## src/bounce_slot_pool_allocator_unit_defines.svh

```systemverilog
// Assertion macros for the slot pool allocator.
// Used by the top level only; needs clk and arst_n in scope.
`ifndef BOUNCE_SLOT_POOL_ALLOCATOR_UNIT_DEFINES_SVH
`define BOUNCE_SLOT_POOL_ALLOCATOR_UNIT_DEFINES_SVH

// Same-cycle implication, checked outside reset.
`define BSPA_ASSERT_IMP(lbl, ante, cons, msg) \
	lbl: assert property (@(posedge clk) disable iff (!arst_n) (ante) |-> (cons)) \
		else $error(msg);

// Next-cycle implication, checked outside reset.
`define BSPA_ASSERT_NXT(lbl, ante, cons, msg) \
	lbl: assert property (@(posedge clk) disable iff (!arst_n) (ante) |=> (cons)) \
		else $error(msg);

`endif

```

## src/bspa_pkg.sv

```systemverilog
// Shared constants, request codes and controller/datapath structs for the
// slot pool allocator. No dependencies.
`default_nettype none

package bspa_pkg;

	localparam int MAX_SLOTS = 64;

	// Field widths of the stream payloads
	localparam int KIND_W  = 3;
	localparam int IDX_FW  = 7;
	localparam int AMT_FW  = 7;
	localparam int SLOT_FW = 6;
	localparam int CNT_FW  = 7;

	// Request beat: kind in tuser, remaining fields in tdata
	localparam int IDX_LSB  = 0;
	localparam int AMT_LSB  = IDX_LSB + IDX_FW;
	localparam int MIN_LSB  = AMT_LSB + AMT_FW;
	localparam int PVAL_LSB = MIN_LSB + AMT_FW;
	localparam int S_DATA_W = ((PVAL_LSB + 1 + 7) / 8) * 8;

	// Result beat
	localparam int ST_LSB    = 0;
	localparam int SLOT_LSB  = ST_LSB + 1;
	localparam int ACT_LSB   = SLOT_LSB + SLOT_FW;
	localparam int ALLOC_LSB = ACT_LSB + CNT_FW;
	localparam int FREE_LSB  = ALLOC_LSB + CNT_FW;
	localparam int PF_LSB    = FREE_LSB + CNT_FW;
	localparam int M_DATA_W  = ((PF_LSB + 1 + 7) / 8) * 8;

	// Internal sizing
	localparam int CNT_W   = $clog2(MAX_SLOTS + 1);
	localparam int WIDE_W  = ((CNT_W > AMT_FW) ? CNT_W : AMT_FW) + 1;
	localparam int CHUNK   = 8;
	localparam int CHUNK_B = $clog2(CHUNK);
	localparam int NCHUNK  = (MAX_SLOTS + CHUNK - 1) / CHUNK;
	localparam int PAD     = NCHUNK * CHUNK;
	localparam int PAD_W   = $clog2(PAD);
	localparam int CH_W    = (NCHUNK > 1) ? $clog2(NCHUNK) : 1;

	// Request kinds
	localparam logic [KIND_W-1:0] KIND_ACQUIRE   = 3'd0;
	localparam logic [KIND_W-1:0] KIND_RELEASE   = 3'd1;
	localparam logic [KIND_W-1:0] KIND_MARK      = 3'd2;
	localparam logic [KIND_W-1:0] KIND_EXPAND    = 3'd3;
	localparam logic [KIND_W-1:0] KIND_SHRINK    = 3'd4;
	localparam logic [KIND_W-1:0] KIND_CONSTRUCT = 3'd5;
	localparam logic [KIND_W-1:0] KIND_DESTROY   = 3'd6;

	typedef struct packed {
		logic load_req;
		logic exec;
		logic scan_step;
		logic trim_step;
		logic chunk_clr;
		logic count_step;
		logic load_out;
	} bspa_cmd_t;

	typedef struct packed {
		logic is_acquire;
		logic is_shrink;
		logic scan_hit;
		logic chunk_last;
		logic trim_more;
	} bspa_sts_t;

endpackage

`default_nettype wire

```

## src/bounce_slot_pool_allocator_unit.sv

```systemverilog
// Slot pool allocator, top level: stream ports, controller and datapath.
// Depends on bspa_pkg, bspa_ctrl, bspa_dp and the assertion macro header.
//
// Usage: one request beat in on s_axis, one result beat out on m_axis.
// The request kind rides in s_axis_tuser; the other fields ride in s_axis_tdata.
// Requests are handled one at a time. After the accepting edge the controller
// steps through EXEC, then SCAN for acquire or TRIM for shrink, then COUNT and
// DONE; the result beat shows on m_axis once DONE finds the result register free.
// The busy bitmap is walked eight slots per cycle, once for the acquire search
// and once for the free count, and the tail trim removes one slot per cycle;
// these loops set how long a request takes. A new request is taken once the
// previous one has moved into the result register, so one stalled result beat
// does not block the next request; the block then waits with the next result
// until m_axis_tready drains the register. Reset clears all slots and counts and
// leaves the pool unconstructed; no clearing pass is needed afterward.
`default_nettype none
`include "bounce_slot_pool_allocator_unit_defines.svh"

module bounce_slot_pool_allocator_unit (
	input  wire                              clk,
	input  wire                              arst_n,
	input  wire                              s_axis_tvalid,
	output logic                             s_axis_tready,
	// [6:0] slot_index, [13:7] amount, [20:14] min_amount, [21] posted_value
	input  wire  [bspa_pkg::S_DATA_W-1:0]    s_axis_tdata,
	// [2:0] kind
	input  wire  [bspa_pkg::KIND_W-1:0]      s_axis_tuser,
	output logic                             m_axis_tvalid,
	input  wire                              m_axis_tready,
	// [0] status, [6:1] slot, [13:7] active_slots, [20:14] allocated_slots,
	// [27:21] free_slots, [28] posted_flag
	output logic [bspa_pkg::M_DATA_W-1:0]    m_axis_tdata
);

	bspa_pkg::bspa_cmd_t cmd;
	bspa_pkg::bspa_sts_t sts;

	// Sequencer: accepts a beat in idle, steps the datapath, owns m_axis_tvalid
	bspa_ctrl u_ctrl (
		.clk       (clk),
		.arst_n    (arst_n),
		.in_valid  (s_axis_tvalid),
		.in_ready  (s_axis_tready),
		.out_valid (m_axis_tvalid),
		.out_ready (m_axis_tready),
		.cmd       (cmd),
		.sts       (sts)
	);

	// Bitmaps, counts and the result register
	bspa_dp u_dp (
		.clk      (clk),
		.arst_n   (arst_n),
		.in_data  (s_axis_tdata),
		.in_kind  (s_axis_tuser),
		.cmd      (cmd),
		.sts      (sts),
		.out_data (m_axis_tdata)
	);

	// Count fields of the result beat, for the checks below
	logic [bspa_pkg::CNT_FW-1:0] res_active;
	logic [bspa_pkg::CNT_FW-1:0] res_alloc;
	logic [bspa_pkg::CNT_FW-1:0] res_free;

	assign res_active = m_axis_tdata[bspa_pkg::ACT_LSB +: bspa_pkg::CNT_FW];
	assign res_alloc  = m_axis_tdata[bspa_pkg::ALLOC_LSB +: bspa_pkg::CNT_FW];
	assign res_free   = m_axis_tdata[bspa_pkg::FREE_LSB +: bspa_pkg::CNT_FW];

	// One request in flight: no second beat right after an accepted one
	`BSPA_ASSERT_NXT(a_one_in_flight, s_axis_tvalid && s_axis_tready, !s_axis_tready, "beat accepted while busy")

	// Never overwrite a result the receiver has not taken
	`BSPA_ASSERT_IMP(a_no_overwrite, cmd.load_out, !m_axis_tvalid || m_axis_tready, "result overwritten")

	// Active count never exceeds the allocated count
	`BSPA_ASSERT_IMP(a_active_le_alloc, m_axis_tvalid, res_active <= res_alloc, "active above allocated")

	// Free slots are counted below the active count only
	`BSPA_ASSERT_IMP(a_free_le_active, m_axis_tvalid, res_free <= res_active, "free above active")

endmodule

`default_nettype wire

```

## src/bspa_ctrl.sv

```systemverilog
// Sequencing state machine for the slot pool allocator.
// Depends on bspa_pkg; drives the datapath through bspa_cmd_t.
`default_nettype none

module bspa_ctrl (
	input  wire                 clk,
	input  wire                 arst_n,
	input  wire                 in_valid,
	output logic                in_ready,
	output logic                out_valid,
	input  wire                 out_ready,
	output bspa_pkg::bspa_cmd_t cmd,
	input  bspa_pkg::bspa_sts_t sts
);

	localparam logic [2:0] ST_IDLE  = 3'd0;
	localparam logic [2:0] ST_EXEC  = 3'd1;
	localparam logic [2:0] ST_SCAN  = 3'd2;
	localparam logic [2:0] ST_TRIM  = 3'd3;
	localparam logic [2:0] ST_COUNT = 3'd4;
	localparam logic [2:0] ST_DONE  = 3'd5;

	logic [2:0] state_q;
	logic [2:0] state_d;
	logic       out_valid_q;

	always_comb begin
		state_d  = state_q;
		cmd      = '0;
		in_ready = 1'b0;
		case (state_q)
			ST_IDLE: begin
				in_ready = 1'b1;
				if (in_valid) begin
					cmd.load_req = 1'b1;
					state_d      = ST_EXEC;
				end
			end
			ST_EXEC: begin
				cmd.exec      = 1'b1;
				cmd.chunk_clr = 1'b1;
				if (sts.is_acquire) begin
					state_d = ST_SCAN;
				end else if (sts.is_shrink) begin
					state_d = ST_TRIM;
				end else begin
					state_d = ST_COUNT;
				end
			end
			ST_SCAN: begin
				cmd.scan_step = 1'b1;
				if (sts.scan_hit || sts.chunk_last) begin
					cmd.chunk_clr = 1'b1;
					state_d       = ST_COUNT;
				end
			end
			ST_TRIM: begin
				if (sts.trim_more) begin
					cmd.trim_step = 1'b1;
				end else begin
					cmd.chunk_clr = 1'b1;
					state_d       = ST_COUNT;
				end
			end
			ST_COUNT: begin
				cmd.count_step = 1'b1;
				if (sts.chunk_last) begin
					state_d = ST_DONE;
				end
			end
			ST_DONE: begin
				// hold until the result register is free
				if (!out_valid_q || out_ready) begin
					cmd.load_out = 1'b1;
					state_d      = ST_IDLE;
				end
			end
			default: begin
				state_d = ST_IDLE;
			end
		endcase
	end

	always_ff @(posedge clk or negedge arst_n) begin
		if (!arst_n) begin
			state_q     <= ST_IDLE;
			out_valid_q <= 1'b0;
		end else begin
			state_q <= state_d;
			if (cmd.load_out) begin
				out_valid_q <= 1'b1;
			end else if (out_ready) begin
				out_valid_q <= 1'b0;
			end
		end
	end

	assign out_valid = out_valid_q;

endmodule

`default_nettype wire

```

## src/bspa_dp.sv

```systemverilog
// Datapath of the slot pool allocator: request register, busy/posted bitmaps,
// counts, chunked search and count, result register. Depends on bspa_pkg.
`default_nettype none

module bspa_dp (
	input  wire                                clk,
	input  wire                                arst_n,
	input  wire  [bspa_pkg::S_DATA_W-1:0]      in_data,
	input  wire  [bspa_pkg::KIND_W-1:0]        in_kind,
	input  bspa_pkg::bspa_cmd_t                cmd,
	output bspa_pkg::bspa_sts_t                sts,
	output logic [bspa_pkg::M_DATA_W-1:0]      out_data
);

	localparam int WW = bspa_pkg::WIDE_W;
	localparam int CW = bspa_pkg::CNT_W;
	localparam int PW = bspa_pkg::PAD_W;
	localparam int CK = bspa_pkg::CHUNK;
	localparam int CB = bspa_pkg::CHUNK_B;
	localparam logic [WW-1:0] MAX_W = WW'(bspa_pkg::MAX_SLOTS);

	// Request register
	logic [bspa_pkg::KIND_W-1:0] kind_q;
	logic [bspa_pkg::IDX_FW-1:0] idx_q;
	logic [bspa_pkg::AMT_FW-1:0] amt_q;
	logic [bspa_pkg::AMT_FW-1:0] min_q;
	logic                        pval_q;

	// Pool state
	logic [bspa_pkg::PAD-1:0] busy_q;
	logic [bspa_pkg::PAD-1:0] posted_q;
	logic [CW-1:0]            alloc_q;
	logic [CW-1:0]            active_q;
	logic                     constructed_q;

	// Per-request working registers
	logic                     status_q;
	logic [PW-1:0]            granted_q;
	logic                     shrink_go_q;
	logic [bspa_pkg::CH_W-1:0] chunk_q;
	logic [CW-1:0]            free_q;
	logic [bspa_pkg::M_DATA_W-1:0] out_q;

	logic [WW-1:0] idx_w, amt_w, min_w, alloc_w, active_w, sum_w, mn_w, tgt_w;
	logic [WW-1:0] tail_w;
	logic          idx_ok;
	logic [PW-1:0] idx_p, tail_p;

	logic [CK-1:0] busy_chunk, below, avail;
	logic [CB-1:0] sel;
	logic [CB:0]   pop;
	logic [PW-1:0] hit_pos;

	always_comb begin
		idx_w    = WW'(idx_q);
		amt_w    = WW'(amt_q);
		min_w    = WW'(min_q);
		alloc_w  = WW'(alloc_q);
		active_w = WW'(active_q);
		sum_w    = alloc_w + amt_w;
		mn_w     = (min_w == '0) ? WW'(1) : min_w;
		tgt_w    = (amt_w < mn_w) ? mn_w : amt_w;
		tail_w   = alloc_w - WW'(1);
		idx_ok   = idx_w < alloc_w;
		idx_p    = idx_w[PW-1:0];
		tail_p   = tail_w[PW-1:0];
	end

	// Current chunk: lowest free slot below the active count, and its popcount
	always_comb begin
		busy_chunk = busy_q[int'(chunk_q) * CK +: CK];
		for (int j = 0; j < CK; j++) begin
			below[j] = WW'({chunk_q, CB'(j)}) < active_w;
		end
		avail = ~busy_chunk & below;
		sel   = '0;
		for (int j = CK - 1; j >= 0; j--) begin
			if (avail[j]) begin
				sel = CB'(j);
			end
		end
		pop = '0;
		for (int j = 0; j < CK; j++) begin
			pop = pop + (CB + 1)'(avail[j]);
		end
		hit_pos = PW'({chunk_q, sel});
	end

	always_comb begin
		sts.is_acquire = kind_q == bspa_pkg::KIND_ACQUIRE;
		sts.is_shrink  = kind_q == bspa_pkg::KIND_SHRINK;
		sts.scan_hit   = |avail;
		sts.chunk_last = chunk_q == bspa_pkg::CH_W'(bspa_pkg::NCHUNK - 1);
		sts.trim_more  = shrink_go_q && (alloc_q > active_q) &&
			!busy_q[tail_p] && !posted_q[tail_p];
	end

	// Request capture
	always_ff @(posedge clk) begin
		if (cmd.load_req) begin
			kind_q <= in_kind;
			idx_q  <= in_data[bspa_pkg::IDX_LSB +: bspa_pkg::IDX_FW];
			amt_q  <= in_data[bspa_pkg::AMT_LSB +: bspa_pkg::AMT_FW];
			min_q  <= in_data[bspa_pkg::MIN_LSB +: bspa_pkg::AMT_FW];
			pval_q <= in_data[bspa_pkg::PVAL_LSB];
		end
	end

	// Pool state and per-request registers
	always_ff @(posedge clk or negedge arst_n) begin
		if (!arst_n) begin
			busy_q        <= '0;
			posted_q      <= '0;
			alloc_q       <= '0;
			active_q      <= '0;
			constructed_q <= 1'b0;
			status_q      <= 1'b0;
			granted_q     <= '0;
			shrink_go_q   <= 1'b0;
			chunk_q       <= '0;
			free_q        <= '0;
		end else begin
			if (cmd.exec) begin
				status_q    <= 1'b0;
				granted_q   <= '0;
				shrink_go_q <= 1'b0;
				case (kind_q)
					bspa_pkg::KIND_ACQUIRE: begin
						status_q <= 1'b1;
					end
					bspa_pkg::KIND_RELEASE: begin
						if (idx_ok) begin
							busy_q[idx_p] <= 1'b0;
						end
					end
					bspa_pkg::KIND_MARK: begin
						if (idx_ok) begin
							posted_q[idx_p] <= pval_q;
						end
					end
					bspa_pkg::KIND_EXPAND: begin
						// slots at or above the allocated count are always clear
						if (amt_w != '0) begin
							if (!constructed_q || sum_w > MAX_W) begin
								status_q <= 1'b1;
							end else begin
								alloc_q  <= sum_w[CW-1:0];
								active_q <= sum_w[CW-1:0];
							end
						end
					end
					bspa_pkg::KIND_SHRINK: begin
						if (active_w > tgt_w) begin
							active_q    <= tgt_w[CW-1:0];
							shrink_go_q <= 1'b1;
						end
					end
					bspa_pkg::KIND_CONSTRUCT: begin
						if (constructed_q || amt_w == '0 || amt_w > MAX_W) begin
							status_q <= 1'b1;
						end else begin
							alloc_q       <= amt_w[CW-1:0];
							active_q      <= amt_w[CW-1:0];
							constructed_q <= 1'b1;
						end
					end
					bspa_pkg::KIND_DESTROY: begin
						busy_q        <= '0;
						posted_q      <= '0;
						alloc_q       <= '0;
						active_q      <= '0;
						constructed_q <= 1'b0;
					end
					default: begin
						status_q <= 1'b1;
					end
				endcase
			end

			if (cmd.scan_step && sts.scan_hit) begin
				busy_q[hit_pos] <= 1'b1;
				granted_q       <= hit_pos;
				status_q        <= 1'b0;
			end

			if (cmd.trim_step) begin
				alloc_q <= tail_w[CW-1:0];
			end

			if (cmd.count_step) begin
				free_q <= ((chunk_q == '0) ? '0 : free_q) + CW'(pop);
			end

			if (cmd.chunk_clr) begin
				chunk_q <= '0;
			end else if (cmd.scan_step || cmd.count_step) begin
				chunk_q <= chunk_q + 1'b1;
			end
		end
	end

	// Result register
	logic [WW-1:0] gran_w, free_w;
	logic [bspa_pkg::M_DATA_W-1:0] out_d;

	always_comb begin
		gran_w = WW'(granted_q);
		free_w = WW'(free_q);
		out_d  = '0;
		out_d[bspa_pkg::ST_LSB]                        = status_q;
		out_d[bspa_pkg::SLOT_LSB  +: bspa_pkg::SLOT_FW] = gran_w[bspa_pkg::SLOT_FW-1:0];
		out_d[bspa_pkg::ACT_LSB   +: bspa_pkg::CNT_FW]  = active_w[bspa_pkg::CNT_FW-1:0];
		out_d[bspa_pkg::ALLOC_LSB +: bspa_pkg::CNT_FW]  = alloc_w[bspa_pkg::CNT_FW-1:0];
		out_d[bspa_pkg::FREE_LSB  +: bspa_pkg::CNT_FW]  = free_w[bspa_pkg::CNT_FW-1:0];
		out_d[bspa_pkg::PF_LSB]                        = idx_ok && posted_q[idx_p];
	end

	always_ff @(posedge clk) begin
		if (cmd.load_out) begin
			out_q <= out_d;
		end
	end

	assign out_data = out_q;

endmodule

`default_nettype wire

```

## config.mk

```make
export PLATFORM = sky130hd
export DESIGN_NAME = bounce_slot_pool_allocator_unit
export DESIGN_NICKNAME = d
export VERILOG_FILES = /design/src/bspa_pkg.sv /design/src/bounce_slot_pool_allocator_unit.sv /design/src/bspa_ctrl.sv /design/src/bspa_dp.sv
export VERILOG_INCLUDE_DIRS = /design/src /design/src/src
export SDC_FILE = /design/constraint.sdc
export NUM_CORES = 1
export LEC_CHECK = 0
export ABC_AREA = 1
export BUFFER_PORTS_ARGS = -buffer_cell sky130_fd_sc_hd__buf_2
export CORE_MARGIN = 10
export CORE_UTILIZATION = 60
export DETAILED_ROUTE_END_ITERATION = 10
export GPL_ROUTABILITY_DRIVEN = 0
export HOLD_SLACK_MARGIN = 0.08
export PLACE_DENSITY = 0.78
export SKIP_LAST_GASP = 1
export SYNTH_ARGS = -nofsm -noshare
export SYNTH_HDL_FRONTEND = slang
export SYNTH_SLANG_ARGS = --single-unit
```

## constraint.sdc

```tcl
create_clock -name clk -period 5.38 [get_ports clk]
set_input_delay 1.076 -clock clk [delete_from_list [all_inputs] [get_ports clk]]
set_output_delay 1.076 -clock clk [all_outputs]
set_load 0.05 [all_outputs]
```

After elaboration in Yosys (flattened, before gate mapping)

Cells that the tools add are included.

Bits in latches: 0
Bits in read-only memories: 0
Bits of input ports: 31
Memory bits (writable): 0
Output and inout port bits: 34
Word-level logic and storage cells: 190
Bits in registers: 219
Memories: 0

Muxes and demuxes: 73
Multipliers: 0
Reductions and logical operators: 38
Shift-type cells: 1
Bitwise logic cells: 5
Div/mod/pow operators: 0
$lt $le $gt $ge: 19
Equality and inequality tests: 25
$add $sub $neg: 11

Operator list:

| operator             | count |
|---|---|
| $mux W64             | 4 |
| $pmux W64 S2         | 2 |
| $and A64 B64 Y64     | 1 |
| $bwmux W64           | 1 |
| $not A64 Y64         | 1 |
| $or A64 B64 Y64      | 1 |
| $shiftx A64 B7 Y8    | 1 |
| $lt A6 B7 Y1         | 8 |
| $mux W7              | 8 |
| $mux W3              | 17 |
| $pmux W7 S4          | 1 |
| $mux W1              | 27 |
| $add A4 B1 Y4        | 6 |
| $lt A6 B7 Y1 const B | 3 |
| $pmux W7 S3          | 1 |
| $bmux W1 S6          | 3 |
| $eq A3 B3 Y1 const B | 6 |
| $pmux W3 S6          | 1 |
| $demux W1 S6         | 2 |
| $eq A3 B2 Y1 const B | 4 |
| $ge A6 B1 Y1 const B | 2 |
| $mux W6              | 2 |
| $ne A2 B1 Y1 const B | 6 |
| $reduce_bool A2 Y1   | 6 |
| 33 further kinds     | 58 |

Depth between registers and ports, before layout

Gate-level depths: netlist of run 1.

Depth after elaboration: 17
Mapped depth: 26
Gate-level depth less buffers: 25

Modules after synthesis

A second synthesis of run 1 with hierarchy kept.

Cells, all modules: 2072
Area total of the unflattened synthesis: 14594.0 µm²

By module, submodules not included:

| module    | area each (µm²) | times used | sequential area each (µm²) | cells an instance |
|---|---|---|---|---|
| bspa_dp   | 14267.4         | 1          | 5650.4                     | 2017 |
| bspa_ctrl | 326.6           | 1          | 100.1                      | 55 |

Worst setup path after synthesis of run 1

No wires, ideal clock.

Path type: register to register
Start point: register u_dp.chunk_q[0] (netlist bit)
End point: register u_dp.free_q[5]
Library setup time: 0.118 ns
Data required time: 5.262 ns
Arrival time: 4.821 ns
Path buffers: 2
Setup slack: 0.440 ns
Period minus slack after synthesis: 4.940 ns
Cell stages (with the launch flop): 25
Cells stage by stage: dfrtp_1 > inv_2 > buf_6 > ha_1 > nand2_1 > nor2_1 > a31oi_1 > nand3_2 > buf_2 > inv_1 > ha_1 > inv_1 > fa_1 > fa_1 > fa_1 > fa_1 > inv_1 > ha_1 > nand2_1 > nor2_1 > a211oi_1 > nor2_1 > o21ai_0 > xnor2_1 > inv_1

Longest elaborated chain between the ends: 11
Elaborated cells on any way between the ends: 21
Those cells by class: add/sub (8); order compare (8); shift (1); mux (1); bitwise (2); reduce/logical (1)

RTL lines:

| what                        | line           | source |
|---|---|---|
| from (decl)                 | bspa_dp.sv:40  | `logic [bspa_pkg::CH_W-1:0] chunk_q;` |
| from (signal assigned)      | bspa_dp.sv:197 | `chunk_q <= chunk_q + 1'b1;` |
| $shiftx A64 B7 Y8           | bspa_dp.sv:71  | `busy_chunk = busy_q[int'(chunk_q) * CK +: CK];` |
| $not A8 Y8                  | bspa_dp.sv:75  | `avail = ~busy_chunk & below;` |
| $and A8 B8 Y8               | bspa_dp.sv:75  |  |
| $add A1 B1 Y2               | bspa_dp.sv:84  | `pop = pop + (CB + 1)'(avail[j]);` |
| $add A4 B1 Y4 (6 in series) | bspa_dp.sv:84  |  |
| $add A7 B4 Y7 (*)           | bspa_dp.sv:191 | `free_q <= ((chunk_q == '0) ? '0 : free_q) + CW'(pop);` |
| to (signal assigned)        | bspa_dp.sv:191 |  |
| to (decl)                   | bspa_dp.sv:41  | `logic [CW-1:0] free_q;` |

Every way passes the cells marked *; elsewhere a longest branch is shown, timed or not.
A chain may end at the register's enable or synchronous reset.

Worst setup path in the final report of run 1

Start point: register u_dp.active_q[5]
End point: register u_dp.free_q[5]

Longest elaborated chain between the ends: 10
Elaborated cells on any way between the ends: 17
Those cells by class: add/sub (8); order compare (8); bitwise (1)

RTL lines:

| what                        | line           | source |
|---|---|---|
| from (decl)                 | bspa_dp.sv:33  | `logic [CW-1:0] active_q;` |
| from (signal assigned)      | bspa_dp.sv:148 | `active_q <= sum_w[CW-1:0];` |
| from (signal assigned)      | bspa_dp.sv:154 | `active_q <= tgt_w[CW-1:0];` |
| from (signal assigned)      | bspa_dp.sv:163 | `active_q <= amt_w[CW-1:0];` |
| $lt A6 B7 Y1                | bspa_dp.sv:73  | `below[j] = WW'({chunk_q, CB'(j)}) < active_w;` |
| $and A8 B8 Y8 (*)           | bspa_dp.sv:75  |  |
| $add A1 B1 Y2               | bspa_dp.sv:84  |  |
| $add A4 B1 Y4 (5 in series) | bspa_dp.sv:84  |  |
| $add A4 B1 Y4 (*)           | bspa_dp.sv:84  |  |
| $add A7 B4 Y7 (*)           | bspa_dp.sv:191 |  |

Marked as above.

==> results.yml, run 1 <==
run_status:
  outcome: "finished, final reports clean"
logic_synthesis:
  netlist_area_um2: 14500
  yosys_warnings: 0
  synth_cells: 2034
  synth_seq_cells: 219
  yosysUniqueCellTypes: 54
  async_flop_share: 0.753
  syn_area_per_cell_um2: 7.13
  synth_flop_cell: "dfrtp_1"
  synth_seq_area_share: 0.396
  synth_edf_count: 54
job:
  max_cap_viol_count: 0
worst_setup_path:
  start_kind: "register"
  arrival_ns: 5.46
  crit_fanout: 4
  crit_type: "register to register"
  cp-end-kind: "register"
  reg2reg_depth: 24
  required_ns: 5.80
timing:
  timing.setup.tns_ns: 0
  max_freq_mhz: 198
  relSlewSlack: 0.154
  hold_viol_final: 0
  min_period_ns: 5.04
  finalCritPeriodShare: 0.938
  drv_slew: 0
  rsz0062_at_grt: "false"
  setup_viol: 0
  max_slew.worst_pin.slew_ns: 1.26
  skew_ns: 0.0134
routing:
  dr_total_vias: 14600
  drc_errors: 0
  drt_pass1_iterations: 7
  drt_iter0_drc: 2129
  drt-total-wl_um: 46500
  ant_nets: 0
  viasPerCell: 6.12
  routedWlPerCell_um: 19.5
final_layout:
  layout.nets: 2141
  area_growth_pct: 8.79
  drive_gt1_frac: 0.0893
  antenna_cells: 0
  nFillCells: 2072
clock_tree:
  cts_sinks: 219
  clockBufferDepth: 3
  cts-buffers-inserted: 24
  root_buffer: "clkbuf_16"
  clock_latency_ns: 0.53
  cts.clk_slew.worst_paths_ns: 0.06
  cts_setup_buffers: 0
  cts_tree: "yes"
  cts_max_level: 1
floorplan:
  dieArea_um2: 30800
  initial_utilization: 0.615
  coreArea_um2: 23600
  die_y_um: 176
  boundaryPins: 65
  rows: 56
  die_x_um: 176
global_routing:
  grt_pass1_vias: 14000
  globalRouteOverflowTotal: 0
  grt_pass1_wl_um: 74100
  grt_max_degree: 102
  antenna_found_initial: 1
  grt_usage: 0.295
place:
  port_buffers: 59
  dp_hpwl_um: 31000
power:
  power.total_uw: 10300
  cellPowerDensity_nw_per_um2: 651
  p_leak_uw: 0.00780
  peakVddDrop_mv: 0.691
hold_path:
  holdPathStages: 0
  hp-class: "register to register"
-- cells in the final DEF, fill, tap and decap left out, types with 17 or more instances in the layout --
master	synthesis	routed
a21oi_1	34	33
buf_2	21	58
buf_4	10	24
clkbuf_16	0	25
dfrtp_1	165	164
edfxtp_1	54	54
ha_1	50	50
inv_1	313	313
nand2_1	460	460
nand3_1	150	148
nand4_1	45	45
nor2_1	188	184
nor3_1	20	19
o21ai_0	289	289
o21ai_1	38	37
o22ai_1	17	17
-- Yosys cell counts, drive strengths merged, types with 4 or more instances --
cell type | n | area share
a31oi | 4 | 0.0017
edfxtp | 54 | 0.11
clkbuf | 51 | 0.013
or2 | 4 | 0.0017
nor2 | 204 | 0.059
nand3 | 153 | 0.054
nor3 | 22 | 0.0087
fa | 6 | 0.0083
dfrtp | 165 | 0.28
xnor2 | 6 | 0.0041
o22ai | 17 | 0.0073
a21oi | 34 | 0.012
nand2 | 474 | 0.13
a22oi | 5 | 0.0026
nand3b | 10 | 0.0052
ha | 50 | 0.043
nand4 | 46 | 0.020
inv | 325 | 0.084
buf | 42 | 0.020
xor2 | 6 | 0.0036
o21ai | 331 | 0.12
-- layout make-up --
type	count	area (µm²)	area share
clock buffers	28	637	0.0403
clock inverters	15	118	0.00745
inverters	327	1230	0.0778
multi-input cells	1397	7130	0.452
flip-flops and latches	219	5750	0.364
well taps	319	399	0.0253
repair buffers	85	522	0.0331
-- kinds of logic (layout without fill, tap and decap cells) --
group,count (synthesis),in the layout,share of synthesized area
other,1,3,0.000258
buffers and inverters,420,455,0.118
muxes,2,2,0.00138
xor gates and xnor gates,12,12,0.00776
and+or+nand+nor,916,916,0.277
AOI/OAI and AO/OA,408,408,0.148
adders and majority gates,56,56,0.0514
DFF,219,219,0.396
-- path summary, 6_finish.rpt --
kind | end | start | slack (ns)
hold / removal | u_dp.out_data[23] | u_dp.free_q[2] | 0.45
setup reg to reg | u_dp.free_q[5] | u_dp.active_q[5] | 0.34
max in group asynchronous | u_dp.chunk_q[0] | arst_n | 3.57
min in group asynchronous | u_dp.posted_q[21] | arst_n | 0.67
hold reg to reg | u_dp.out_data[23] | u_dp.free_q[2] | 0.45
setup / recovery | u_dp.free_q[5] | u_dp.active_q[5] | 0.34
-- per-layer routing --
metal	part of all wire	global-route usage	vias up
met5	0	0	-
met2	0.45	0.464	978
met4	0.054	0.144	0
met1	0.38	0.381	6793
li1	-	-	6629
met3	0.12	0.0628	235
-- what timing repair did --
| item | 4_1_cts | 5_1_grt |
|---|---|---|
| setup endpoints to repair | 0 | 1 |
| hold buffers | 0 | 0 |
| gates resized for setup | 0 | 6 |
-- metrics by stage --
step | std cells | worst slack [ns] | area [µm²] | utilization | hold slack, ns
floorplan | 2036 | 0.440 | 14500 | - | 0.425
global placement | 2347 | 0.398 | 15000 | 0.635 | 0.430
detailed placement | 2347 | 0.280 | 15000 | 0.635 | 0.437
CTS | 2390 | 0.256 | 15800 | 0.667 | 0.449
global route | 2390 | 0.0285 | 15800 | 0.669 | 0.462
finish | 2390 | 0.335 | 15800 | 0.669 | 0.448
-- report_power, final --
group | total, µW | switching (µW) | internal, µW
sequential | 2310 | 278 | 2030
clock | 1630 | 697 | 935
combinational | 6330 | 4400 | 1940
total | 10300 | 5370 | 4900
-- worst max-delay path, stage by stage (launching register included) --
cell      delay (ns)
dfrtp_1         0.42
inv_1           0.10
ha_1            0.30
nand2_1         0.07
nor2_1          0.12
nand2_1         0.09
nor2_2          0.17
a31oi_2         0.13
nand3_2         0.09
inv_1           0.04
ha_1            0.28
inv_1           0.07
fa_1            0.42
fa_1            0.46
fa_1            0.42
fa_1            0.42
xnor2_2         0.16
ha_1            0.32
nand2_1         0.07
nor2_1          0.04
a211oi_1        0.25
nor2_1          0.09
o21ai_0         0.20
xnor2_1         0.14
inv_1           0.05
No activity file was read; power rests on OpenSTA's default activity.
==> run 2: changes to the inputs <==
==> constraint.sdc (replaced) <==
create_clock -name clk -period 5.53 [get_ports clk]
set_input_delay 1.106 -clock clk [delete_from_list [all_inputs] [get_ports clk]]
set_output_delay 1.106 -clock clk [all_outputs]
set_load 0.05 [all_outputs]
==> run 2 against run 1 <==
  * Worst setup slack improved by 0.079 ns
  * Wire length decreased by 1.4%
  * Flip-flop and latch count unchanged
  * Clock skew decreased by 0.0041 ns
  * Global-route usage decreased by 0.34 points
  * Combinational power decreased by 5.7%
  * Critical path type unchanged
  * Critical endpoint unchanged
  * Largest cell class unchanged
==> results.yml, run 2 (synthesis gave the netlist of run 1 again) <==
power:
  p_leak_uw: 0.00780
  intPower_uw: 4740
  netSwitchingFraction: 0.520
  peakVddDrop_mv: 0.698
  pwr-share-seq: 0.227
  clkPwrFrac: 0.168
  p_sw_uw: 5140
  cellPowerDensity_nw_per_um2: 626
  combPwrFrac: 0.605
job:
  max_cap_viol_count: 0
clock_tree:
  cts_sinks: 219
  cts_setup_buffers: 0
  root_buffer: "clkbuf_16"
  clock_latency_ns: 0.53
  clockBufferDepth: 3
  cts_hold_buf: 0
  ctsResizeCount: 0
  cts.clk_slew.worst_paths_ns: 0.06
  cts-buffers-inserted: 24
  cts_tree: "yes"
  cts_max_level: 1
timing:
  max_slew.worst_pin.slew_ns: 1.26
  max_freq_mhz: 195
  hold_viol_final: 0
  drv_slew: 0
  timing.setup.tns_ns: 0
  skew_ns: 0.00933
  setup_viol: 0
  holdWs_ns: 0.452
  rsz0062_at_grt: "false"
  finalCritPeriodShare: 0.925
  min_period_ns: 5.12
  relSlewSlack: 0.155
routing:
  dr_total_vias: 14500
  viasPerCell: 6.05
  drt_pass1_iterations: 6
  ant_nets: 0
  drt-total-wl_um: 45900
  drt_iter0_drc: 2067
  routedWlPerCell_um: 19.2
  drc_errors: 0
final_layout:
  fin_area_um2: 15800
  seq_area_um2: 5750
  antenna_cells: 0
  nFillCells: 2059
  layout.nets: 2140
  area_growth_pct: 8.81
  final_common_cell: "nand2_1"
  multi_input_area_um2: 7110
  final_cell_mix: "nand2_1 (460), inv_1 (313), o21ai_0 (289)"
  drive_gt1_frac: 0.0879
  fin_util: 0.669
worst_setup_path:
  cp-end-kind: "register"
  crit_fanout: 7
  critPathTopFamily: "adder cells"
  arrival_ns: 5.54
  start_kind: "register"
  crit_type: "register to register"
  cpMaxStageDelayCell: "dfrtp_1"
  critPathBufInv: 4
  required_ns: 5.95
  slowest_delay_ns: 0.45
  crit_chain: "inv_1 > ha_1 > nand2_1 > nor2_1 > nand2_1 > nand3_1 > a31oi_1 > nand3_2 > inv_1 > ha_1 > inv_1 > fa_1 > fa_1 > fa_1 > fa_1 > xnor2_1 > ha_1 > nand2_1 > nor2_1 > a211oi_1 > nor2_1 > o21ai_0 > xnor2_1 > inv_1"
floorplan:
  die_y_um: 176
  coreArea_um2: 23600
  initial_utilization: 0.615
  dieArea_um2: 30800
  die_x_um: 176
  rows: 56
  boundaryPins: 65
hold_path:
  hp-class: "register to register"
place:
  port_buffers: 59
  dp_hpwl_um: 30800
  dpl_cell_area_um2: 15000
run_status:
  outcome: "finished, final reports clean"
global_routing:
  antenna_found_initial: 0
  grt_pass1_vias: 13900
  grt_max_degree: 91
  grt_pass1_wl_um: 72900
  grt_usage: 0.292
  globalRouteOverflowTotal: 0
## run 2: cell count changes in the layout (fill, tap and decap cells not counted), sizes merged
cell / change
bufinv: +1
buf: -1
clkinv: -3
clkinvlp: +2
inv: +1
## run 2: final timing paths
kind | startpoint | end | slack, ns | cells past startpoint
max reg2reg | u_dp.active_q[4] | u_dp.free_q[5] | 0.41 | 24
min | u_dp.free_q[3] | u_dp.out_data[24] | 0.45 | 0
max | u_dp.active_q[4] | u_dp.free_q[5] | 0.41 | 24
min reg2reg | u_dp.free_q[3] | u_dp.out_data[24] | 0.45 | 0
max in group asynchronous | arst_n | u_dp.posted_q[32] | 3.64 | 2
min in group asynchronous | arst_n | u_dp.posted_q[23] | 0.67 | 1
## run 2: power groups by stage
stage	combinational (µW)	sequential [µW]	clock, µW
6_report	5970	2240	1660
5_1_grt	6660	2270	1730
4_1_cts	5850	2230	1670
3_5_place_dp	5790	2260	0
3_3_place_gp	5610	2250	0
2_1_floorplan	4210	2390	0
## run 2: stage by stage
stage,total power [µW],cells,setup WS [ns]
floorplan,6600,2036,0.590
global placement,7860,2346,0.555
detailed placement,8050,2346,0.474
CTS,9750,2390,0.440
global route,10700,2390,0.0399
finish,9880,2390,0.414
## run 2: routing by layer
layer / track usage / share of wire / vias up
met2: 0.456 / 0.45 / 875
met3: 0.0727 / 0.12 / 199
met1: 0.367 / 0.38 / 6755
met5: 0 / 0 / -
met4: 0.157 / 0.057 / 0
li1: - / - / 6626
## run 2: layout make-up
type,instances,share of cell area
clock buffer,28,0.0403
tap,319,0.0253
inverter,327,0.0777
timing repair buffer,84,0.0318
sequential,219,0.364
multi-input combinational,1397,0.450
clock inverter,16,0.0106
## run 2: worst register-to-register path, cell delays in order (launching register included)
cell and delay [ns]:
dfrtp_1 0.45, inv_1 0.10, ha_1 0.28, nand2_1 0.09, nor2_1 0.06, nand2_1 0.07, nand3_1 0.19, a31oi_1 0.28
nand3_2 0.10, inv_1 0.07, ha_1 0.22, inv_1 0.07, fa_1 0.42, fa_1 0.45, fa_1 0.41, fa_1 0.40
xnor2_1 0.23, ha_1 0.29, nand2_1 0.07, nor2_1 0.04, a211oi_1 0.23, nor2_1 0.10, o21ai_0 0.20, xnor2_1 0.14
inv_1 0.05
==> run 3: changes to the inputs <==
--- a/config.mk
+++ b/config.mk
@@ -9,11 +9,10 @@
 export ABC_AREA = 1
 export BUFFER_PORTS_ARGS = -buffer_cell sky130_fd_sc_hd__buf_2
 export CORE_MARGIN = 10
-export CORE_UTILIZATION = 60
+export CORE_UTILIZATION = 35
 export DETAILED_ROUTE_END_ITERATION = 10
 export GPL_ROUTABILITY_DRIVEN = 0
 export HOLD_SLACK_MARGIN = 0.08
-export PLACE_DENSITY = 0.78
 export SKIP_LAST_GASP = 1
 export SYNTH_ARGS = -nofsm -noshare
 export SYNTH_HDL_FRONTEND = slang
==> run 3 against run 2 <==
  * Worst setup slack got worse by 0.079 ns
  * Cell area grew 2.6%
  * Via count shrank 3.4%
  * Die area rose by 62%
  * Clock power up 11%
  * Combinational power about the same
  * Highest routed layer unchanged
  * Power grew 1.8%
  * Clock skew up 0.020 ns
  * Maximum frequency is 1.5% lower
  * Sequential power about the same
  * Critical path depth down 2
  * First-iteration DRC count decreased by 21%
==> results.yml, run 3 (synthesis gave the netlist of run 1 again) <==
final_layout:
  antenna_cells: 0
  nFillCells: 4264
  area_growth_pct: 11.6
  final_common_cell: "nand2_1"
  drive_gt1_frac: 0.0908
  seq_area_um2: 5750
  final_cell_mix: "nand2_1 (460), inv_1 (313), o21ai_0 (289)"
  multi_input_area_um2: 7110
  layout.nets: 2147
place:
  dp_slack_ns: 0.392
  dp_hpwl_um: 33300
  port_buffers: 59
global_routing:
  grt_max_degree: 107
  antenna_found_initial: 0
  grt_pass1_vias: 13400
  grt_pass1_wl_um: 76400
  grt_usage: 0.189
  globalRouteOverflowTotal: 0
timing:
  max_freq_mhz: 192
  min_period_ns: 5.20
  setup_viol: 0
  finalCritPeriodShare: 0.939
  hold_viol_final: 0
  relSlewSlack: 0.189
  timing.setup.tns_ns: 0
  max_slew.worst_pin.slew_ns: 1.21
  skew_ns: 0.0290
  drv_slew: 0
  setup_slack_ns: 0.335
  rsz0062_at_grt: "false"
worst_setup_path:
  arrival_ns: 5.62
  crit_fanout: 13
  critPathBufInv: 4
  crit_type: "register to register"
  crit_top_cell: "fa_1"
  required_ns: 5.95
  start_kind: "register"
  slowest_delay_ns: 0.53
  cp-end-kind: "register"
  cpMaxStageDelayCell: "dfrtp_1"
  crit_chain: "inv_2 > ha_1 > nand2_1 > nor2_1 > a21oi_1 > o21ai_2 > inv_1 > ha_1 > inv_1 > fa_1 > fa_1 > fa_1 > fa_1 > xnor2_1 > ha_1 > nand2_1 > nor2_1 > a211oi_1 > nor2_1 > o21ai_0 > xnor2_1 > inv_1"
  critPathTopFamily: "adder cells"
routing:
  viasPerCell: 5.35
  routedWlPerCell_um: 18.5
  drt_pass1_iterations: 5
  drt_iter0_drc: 1633
  drt-total-wl_um: 48300
  ant_nets: 0
  dr_total_vias: 14000
  drc_errors: 0
run_status:
  outcome: "finished, final reports clean"
clock_tree:
  cts.clk_slew.worst_paths_ns: 0.06
  cts_max_level: 1
  clockBufferDepth: 3
  clock_latency_ns: 0.56
  cts_hold_buf: 0
  cts_sinks: 219
  cts_setup_buffers: 0
  ctsResizeCount: 0
  root_buffer: "clkbuf_16"
  cts-buffers-inserted: 27
  cts_tree: "yes"
floorplan:
  die_y_um: 224
  initial_utilization: 0.355
  coreArea_um2: 40900
  dieArea_um2: 50000
  die_x_um: 224
  boundaryPins: 65
  rows: 74
power:
  clkPwrFrac: 0.183
  intPower_uw: 4900
  p_leak_uw: 0.00787
  cellPowerDensity_nw_per_um2: 622
  p_sw_uw: 5170
  netSwitchingFraction: 0.514
  pwr-share-seq: 0.223
  peakVddDrop_mv: 0.641
  combPwrFrac: 0.595
hold_path:
  hp-class: "register to register"
job:
  max_cap_viol_count: 0
[run 3: cell types whose count changed in the layout (fill, tap and decap cells not counted), sizes merged]
cell,delta
clkinvlp,-2
clkinv,-7
clkbuf,+15
buf,+4
[run 3: routing by layer]
| metal | up-vias | share of wire | GRT usage | routed length (µm) |
|---|---|---|---|---|
| met1 | 6634 | 0.44 | 0.266 | 21500 |
| met2 | 589 | 0.44 | 0.291 | 21200 |
| met5 | - | 0 | 0 | 0 |
| met4 | 0 | 0.029 | 0.0584 | 1420 |
| li1 | 6651 | - | - | - |
| met3 | 95 | 0.088 | 0.0288 | 4240 |
[run 3: path summary, 6_finish.rpt]
path / start / endpoint / slack [ns] / depth (start not counted)
setup / recovery: u_dp.chunk_q[0] / u_dp.free_q[5] / 0.33 / 22
max in group asynchronous: arst_n / u_ctrl.state_q[2] / 3.94 / 2
hold / removal: u_dp.free_q[3] / u_dp.out_data[24] / 0.44 / 0
hold reg to reg: u_dp.free_q[3] / u_dp.out_data[24] / 0.44 / 0
min in group asynchronous: arst_n / u_dp.posted_q[22] / 0.55 / 1
setup reg to reg: u_dp.chunk_q[0] / u_dp.free_q[5] / 0.33 / 22
[run 3: through the flow]
stage / utilization / cell area, µm² / instances / power, µW / hold slack [ns]
floorplan: - / 14500 / 2036 / 6600 / 0.425
CTS: 0.396 / 16200 / 2613 / 10000 / 0.447
global route: 0.396 / 16200 / 2613 / 10900 / 0.457
finish: 0.396 / 16200 / 2613 / 10100 / 0.444
detailed placement: 0.373 / 15300 / 2563 / 8170 / 0.433
global placement: 0.373 / 15300 / 2563 / 8070 / 0.434
[run 3: power by group through the flow]
stage               Clock (µW)  Combinational [µW]  Sequential, µW
CTS                       1870                5930            2240
floorplan                    0                4210            2390
finish                    1840                5990            2240
global route              1930                6730            2280
detailed placement           0                5910            2270
global placement             0                5810            2260
[run 3: cell type report]
class | count | area share
Sequential cell | 219 | 0.355
Multi-Input combinational cell | 1397 | 0.439
Clock inverter | 7 | 0.00711
Timing Repair Buffer | 88 | 0.0328
Tap cell | 532 | 0.0411
Clock buffer | 43 | 0.0491
Inverter | 327 | 0.0758
